### src/design/pba_pkg.sv
// Shared types, constants and codes for the page bitmap allocator.
`timescale 1ns / 1ps

package pba_pkg;

  // Default geometry of the managed region.
  localparam int PAGE_BYTES_DEF = 4096;
  localparam int PAGE_COUNT_DEF = 4096;

  // Used map is stored as words of this many page bits.
  localparam int WORD_BITS  = 16;
  localparam int WORD_SHIFT = 4;

  // Common width for page-count arithmetic (covers 33-bit sums).
  localparam int CMPW = 34;

  // Configuration register.
  localparam int          SSP_W      = 12;
  localparam logic [11:0] SSP_RESET  = 12'd2048;
  localparam int          APB_AW     = 2;
  localparam int          APB_DW     = 32;
  localparam int          REG_SSP    = 0;

  // Stream payload widths.
  localparam int IN_DATA_W  = 72;
  localparam int IN_USER_W  = 2;
  localparam int OUT_DATA_W = 32;
  localparam int OUT_USER_W = 1;

  typedef enum logic [1:0] {
    OP_MAP   = 2'd0,
    OP_FIXED = 2'd1,
    OP_UNMAP = 2'd2,
    OP_NONE  = 2'd3
  } pba_op_t;

  // What the decoded item turns into.
  typedef enum logic [2:0] {
    K_FAIL,
    K_ZERO,
    K_SCAN,
    K_SET,
    K_CLR
  } pba_kind_t;

  typedef struct packed {
    logic load;
    logic clr_wr;
    logic fail;
    logic zero_ok;
    logic scan_init;
    logic scan_rd;
    logic scan_step;
    logic scan_found;
    logic mark_init;
    logic mark_rd;
    logic mark_wr;
    logic emit;
  } pba_cmd_t;

  typedef struct packed {
    pba_kind_t kind;
    logic      mark_empty;
    logic      scan_hit;
    logic      scan_end;
    logic      word_end;
    logic      mark_last;
    logic      clr_last;
    logic      out_free;
  } pba_stat_t;

endpackage

### src/design/pba_ctrl.sv
// Controller: sequences clearing, decode, scan, mark and result hand-off.
`timescale 1ns / 1ps

module pba_ctrl (
  input  logic               clk,
  input  logic               rst,
  input  logic               in_valid,
  output logic               in_ready,
  input  pba_pkg::pba_stat_t stat,
  output pba_pkg::pba_cmd_t  cmd
);
  import pba_pkg::*;

  typedef enum logic [2:0] {
    S_CLEAR,
    S_IDLE,
    S_DECODE,
    S_SCAN_RD,
    S_SCAN_BIT,
    S_MARK_RD,
    S_MARK_WR,
    S_FINISH
  } state_t;

  state_t state;
  state_t state_next;

  assign in_ready = (state == S_IDLE);

  always_comb begin
    cmd        = '0;
    state_next = state;
    case (state)
      S_CLEAR: begin
        cmd.clr_wr = 1'b1;
        if (stat.clr_last) state_next = S_IDLE;
      end
      S_IDLE: begin
        if (in_valid) begin
          cmd.load   = 1'b1;
          state_next = S_DECODE;
        end
      end
      S_DECODE: begin
        case (stat.kind)
          K_ZERO: begin
            cmd.zero_ok = 1'b1;
            state_next  = S_FINISH;
          end
          K_SCAN: begin
            cmd.scan_init = 1'b1;
            state_next    = S_SCAN_RD;
          end
          K_SET, K_CLR: begin
            cmd.mark_init = 1'b1;
            state_next    = stat.mark_empty ? S_FINISH : S_MARK_RD;
          end
          default: begin
            cmd.fail   = 1'b1;
            state_next = S_FINISH;
          end
        endcase
      end
      S_SCAN_RD: begin
        cmd.scan_rd = 1'b1;
        state_next  = S_SCAN_BIT;
      end
      S_SCAN_BIT: begin
        cmd.scan_step = 1'b1;
        if (stat.scan_hit) begin
          cmd.scan_found = 1'b1;
          state_next     = S_MARK_RD;
        end else if (stat.scan_end) begin
          cmd.fail   = 1'b1;
          state_next = S_FINISH;
        end else if (stat.word_end) begin
          state_next = S_SCAN_RD;
        end
      end
      S_MARK_RD: begin
        cmd.mark_rd = 1'b1;
        state_next  = S_MARK_WR;
      end
      S_MARK_WR: begin
        cmd.mark_wr = 1'b1;
        state_next  = stat.mark_last ? S_FINISH : S_MARK_RD;
      end
      S_FINISH: begin
        if (stat.out_free) begin
          cmd.emit   = 1'b1;
          state_next = S_IDLE;
        end
      end
      default: state_next = S_IDLE;
    endcase
  end

  always_ff @(posedge clk) begin
    if (rst) begin
      state <= S_CLEAR;
    end else begin
      state <= state_next;
    end
  end

endmodule

### config.mk
export PLATFORM = sky130hd
export DESIGN_NAME = pba_ctrl
export DESIGN_NICKNAME = d
export VERILOG_FILES = /design/src/design/pba_pkg.sv /design/src/design/pba_ctrl.sv
export SDC_FILE = /design/constraint.sdc
export NUM_CORES = 1
export LEC_CHECK = 0
export BUFFER_PORTS_ARGS = -buffer_cell sky130_fd_sc_hd__buf_4
export CORE_AREA = 2 2 39 41
export CTS_CLUSTER_DIAMETER = 200
export DETAILED_ROUTE_END_ITERATION = 10
export DIE_AREA = 0 0 41 43
export HOLD_SLACK_MARGIN = 0.02
export PLACE_DENSITY = 0.67
export SLEW_MARGIN = 20
export SYNTH_ARGS = -nofsm -noshare
export SYNTH_HDL_FRONTEND = slang
export SYNTH_SLANG_ARGS = --single-unit
export TNS_END_PERCENT = 20
### constraint.sdc
create_clock -name clk -period 1.7 [get_ports clk]
set_input_delay 0.34 -clock clk [delete_from_list [all_inputs] [get_ports clk]]
set_output_delay 0.34 -clock clk [all_outputs]
set_load 0.03 [all_outputs]
=== Word-level counts from Yosys, hierarchy flattened ===
Cells that the tools add are included.
W data, S select, Z words.

* Output and inout port bits: 13
* Logic and storage cells: 49
* Input port bits: 13
* Register bits after elaboration: 3

* Multiplexer cells: 29
* Reductions and logical operators: 4
* Equality and inequality tests: 15

{| class="wikitable"
|+ Operators with widths
! cell !! number
|-
| $pmux W3 S8 || 1
|-
| $mux W3 || 6
|-
| $mux W1 || 16
|-
| $eq A3 B3 Y1 const B || 5
|-
| $eq A3 B2 Y1 const B || 4
|-
| $mux W2 || 4
|-
| $eq A3 B1 Y1 const B || 2
|-
| $ne A2 B2 Y1 const B || 3
|-
| $pmux W3 S2 || 1
|-
| $ne A4 B4 Y1 const B || 1
|-
| $reduce_and A4 Y1 || 1
|-
| $reduce_or A4 Y1 || 1
|-
| $logic_not A3 Y1 || 1
|-
| $pmux W1 S2 || 1
|-
| $reduce_or A2 Y1 || 1
|}

=== Depth between registers and ports, before layout ===
* Depth after elaboration: 4
* Depth in mapped cells: 5
* Depth with buffers taken out: 4

=== Worst setup path after synthesis ===
Ideal clock, no wire load.

* Kind: register -> output
* Start point: register state[0]
* End point: output cmd[8] (netlist name)
* Setup slack: -0.500 ns
* Arrival: 1.860 ns
* Path buffers: 1
* Required time: 1.360 ns
* Stages on the path, launching flop included: 4
* Path through: dfxtp_1 buf_6 or3b_4 nor4b_1

{| class="wikitable"
|+ RTL lines
! item !! line !! text
|-
| from (decl) || pba_ctrl.sv:25 || <nowiki>state_t state;</nowiki>
|-
| from (signal assigned) || pba_ctrl.sv:102 || <nowiki>state <= state_next;</nowiki>
|-
| to (decl) || pba_ctrl.sv:10 || <nowiki>output pba_pkg::pba_cmd_t cmd</nowiki>
|}

==> impl_metrics.toml <==
[setup_path]
start_kind = "register"
critPathSlowestCell = "or3b_4"
cp-end-kind = "output port"
critPathMaxStageDelay_ps = 430
crit_required_ps = 1360
critical_path.max_fanout = 5
critical_path_arrival_ps = 1380
crit_chain = "or3b_4 > nor4b_4 > buf_6"
crit_type = "reg2out"
reg2reg_slack_ps = 170

[layout]
largest-register = "state"
design_area_um2 = 624
nets = 96
largest_register_ffs = 3
drive_above_1_share_pct = 47.6
final_cell_mix = "27 x buf_4, 10 x nor2_1, 5 x nor3_1"
top_regs = "state (3)"
antennaDiodeCount = 0
areaGrowthSynthToFinish_pct = 75.7
final_common_cell = "buf_4"
fillCellCount = 156

[logic_synthesis]
yosysTopAreaCellShare_pct = 16.9
synthTopCellsByArea = "dfxtp_1 17%, nor2_1 12%, nor3_1 7.0%, a21oi_1 5.6%, nor4b_1 4.9%"
syn_inst = 54
netlist_area_um2 = 355
synth_cell_types = 27
avgSynthCellArea_um2 = 6.58
yosys.area.top_type = "dfxtp_1"
synthFlopType = "dfxtp_1"
yosys_register_bits = 3
seq_area_frac_synth_pct = 16.9
synth_nets = 67
synth_edf_count = 0
yosysWarnings = 0
synthArstFlopShare_pct = 0

[clocking]
clock_latency_ps = 240
cts_tree = "built"
ctsRootBufferMaster = "clkbuf_4"
clkSlewWorstSetupHoldPaths_ps = 40
cts_buffers = 3
post_cts_buffers = 0
htree_levels = 1
cts_buffer_depth = 2
postCtsHoldBufs = 0
cts.sinks = 3

[detailed_routing]
via_count = 495
wirelength_mm = 1.18
post_drt_via_cell_ratio = 5.05
ant_nets = 0
wl_per_cell_um = 12.0
dr.pass1.iters = 4
drc = 0
drtIter0Drc = 8

[global_routing]
grt_pass1_wl_mm = 1.81
grt_max_degree = 18
track_usage_pct = 15.4
antenna_found_initial = 0
grt.overflow.total = 0
grt_pass1_vias = 437

[timing]
slew_headroom_pct = 80.9
rsz0062_at_grt = "true"
period_needed_ps = 1720
skew_ps = 7.26
setup_viol = 1
worst_slack_ps = -16.1
drv_slew = 0
tightest_slew_ps = 283
fmax_mhz = 583
fin_crit_sh_pct = 101
finalHoldViolCount = 0

[pwr]
sequentialPowerShare_pct = 21.2
peakVddDrop_uv = 247
switchingPower_w = 0.000138
p_clk_share_pct = 33.7
combPwrFrac_pct = 45.1
p_int_w = 0.000239
swShare_pct = 36.7
p_leak_nw = 0.287
power_density_mw_per_mm2 = 605

[place]
dp_slack_ps = 221
dpl_cell_area_um2 = 574
io_buffers = 25
hpwl_um = 862
place_congestion = 0.689

[die]
coreArea_mm2 = 0.00138
die_area_mm2 = 0.00176
start_util_pct = 25.7
io_pins = 26
fp-row-count = 14
fp.dieH_um = 43
die_w_um = 41

[status]
violations = "setup timing"
status = "finished, violations left"

[job]
cap_violations = 0

[hold_path]
min_path_type = "in2reg"
==> per-stage QoR <==
| stage | std cells | power, W | util (%) | setup TNS (ps) | hold slack (ps) |
|---|---|---|---|---|---|
| global placement | 94 | 0.000241 | 41.5 | 0 | 536 |
| global route | 98 | 0.000405 | 45.1 | -115 | 290 |
| CTS | 98 | 0.000373 | 43.5 | -31.4 | 286 |
| finish | 98 | 0.000378 | 45.1 | -16.1 | 291 |
| floorplan | 54 | 0.000181 | - | -288 | 412 |
| detailed placement | 94 | 0.000243 | 41.5 | 0 | 536 |
==> metal layers <==
layer	up-vias	GRT usage [%]	part of all wire (%)
li1	256	-	-
met1	216	18.8	41
met2	23	22.8	50
met3	0	5.24	8.6
met4	0	8.00	0
met5	-	0	0
==> synth_stat cells (2+ instances only) <==
library cell / number
and3_1: 2
nor4_1: 2
nor4b_1: 2
o21ai_0: 2
clkbuf_1: 2
nand2_1: 3
a21oi_1: 4
dfxtp_1: 3
nor2_1: 11
nor3_1: 5
inv_1: 2
==> worst max-delay path, delay by kind of cell (launching register included) <==
family / cells / cell delay [ps]
buf+inv: 1 / 170
flops: 1 / 300
simple gates: 2 / 670
==> worst paths after layout <==
kind	startpoint	end	depth (start not counted)
min reg2reg	state[1]	state[0]	3
min	rst	state[0]	2
max reg2reg	state[0]	state[1]	4
max	state[0]	cmd[8]	3
==> kinds of logic (layout without fill, tap and decap cells) <==
logic type,after synthesis,count (layout),synth area share [%]
simple gates,34,34,53.9
buf+inv,6,34,8.80
flops,3,3,16.9
xor+xnor,1,1,2.47
compound gates,10,10,18.0
==> area by class of cell <==
| cell class | count | area, um^2 | share of cell area [%] |
|---|---|---|---|
| Multi-Input combinational cell | 45 | 295 | 47.3 |
| Tap cell | 16 | 20.0 | 3.21 |
| Clock buffer | 4 | 26.3 | 4.21 |
| Inverter | 2 | 7.51 | 1.20 |
| Sequential cell | 3 | 61.3 | 9.82 |
| Timing Repair Buffer | 28 | 214 | 34.3 |
==> power by group through the flow <==
stage / clock network [W] / logic, W / registers, W
floorplan: 0 / 0.0000992 / 0.0000817
global placement: 0 / 0.000160 / 0.0000801
detailed placement: 0 / 0.000162 / 0.0000807
CTS: 0.000131 / 0.000163 / 0.0000797
global route: 0.000139 / 0.000186 / 0.0000803
finish: 0.000127 / 0.000170 / 0.0000800
==> repair_timing <==
item                       in CTS  in global routing
setup endpoints to repair       1                  3
pin swaps                       0                  0
resized for setup               1                  5
Note: power is estimated with default switching activity, not from simulation.
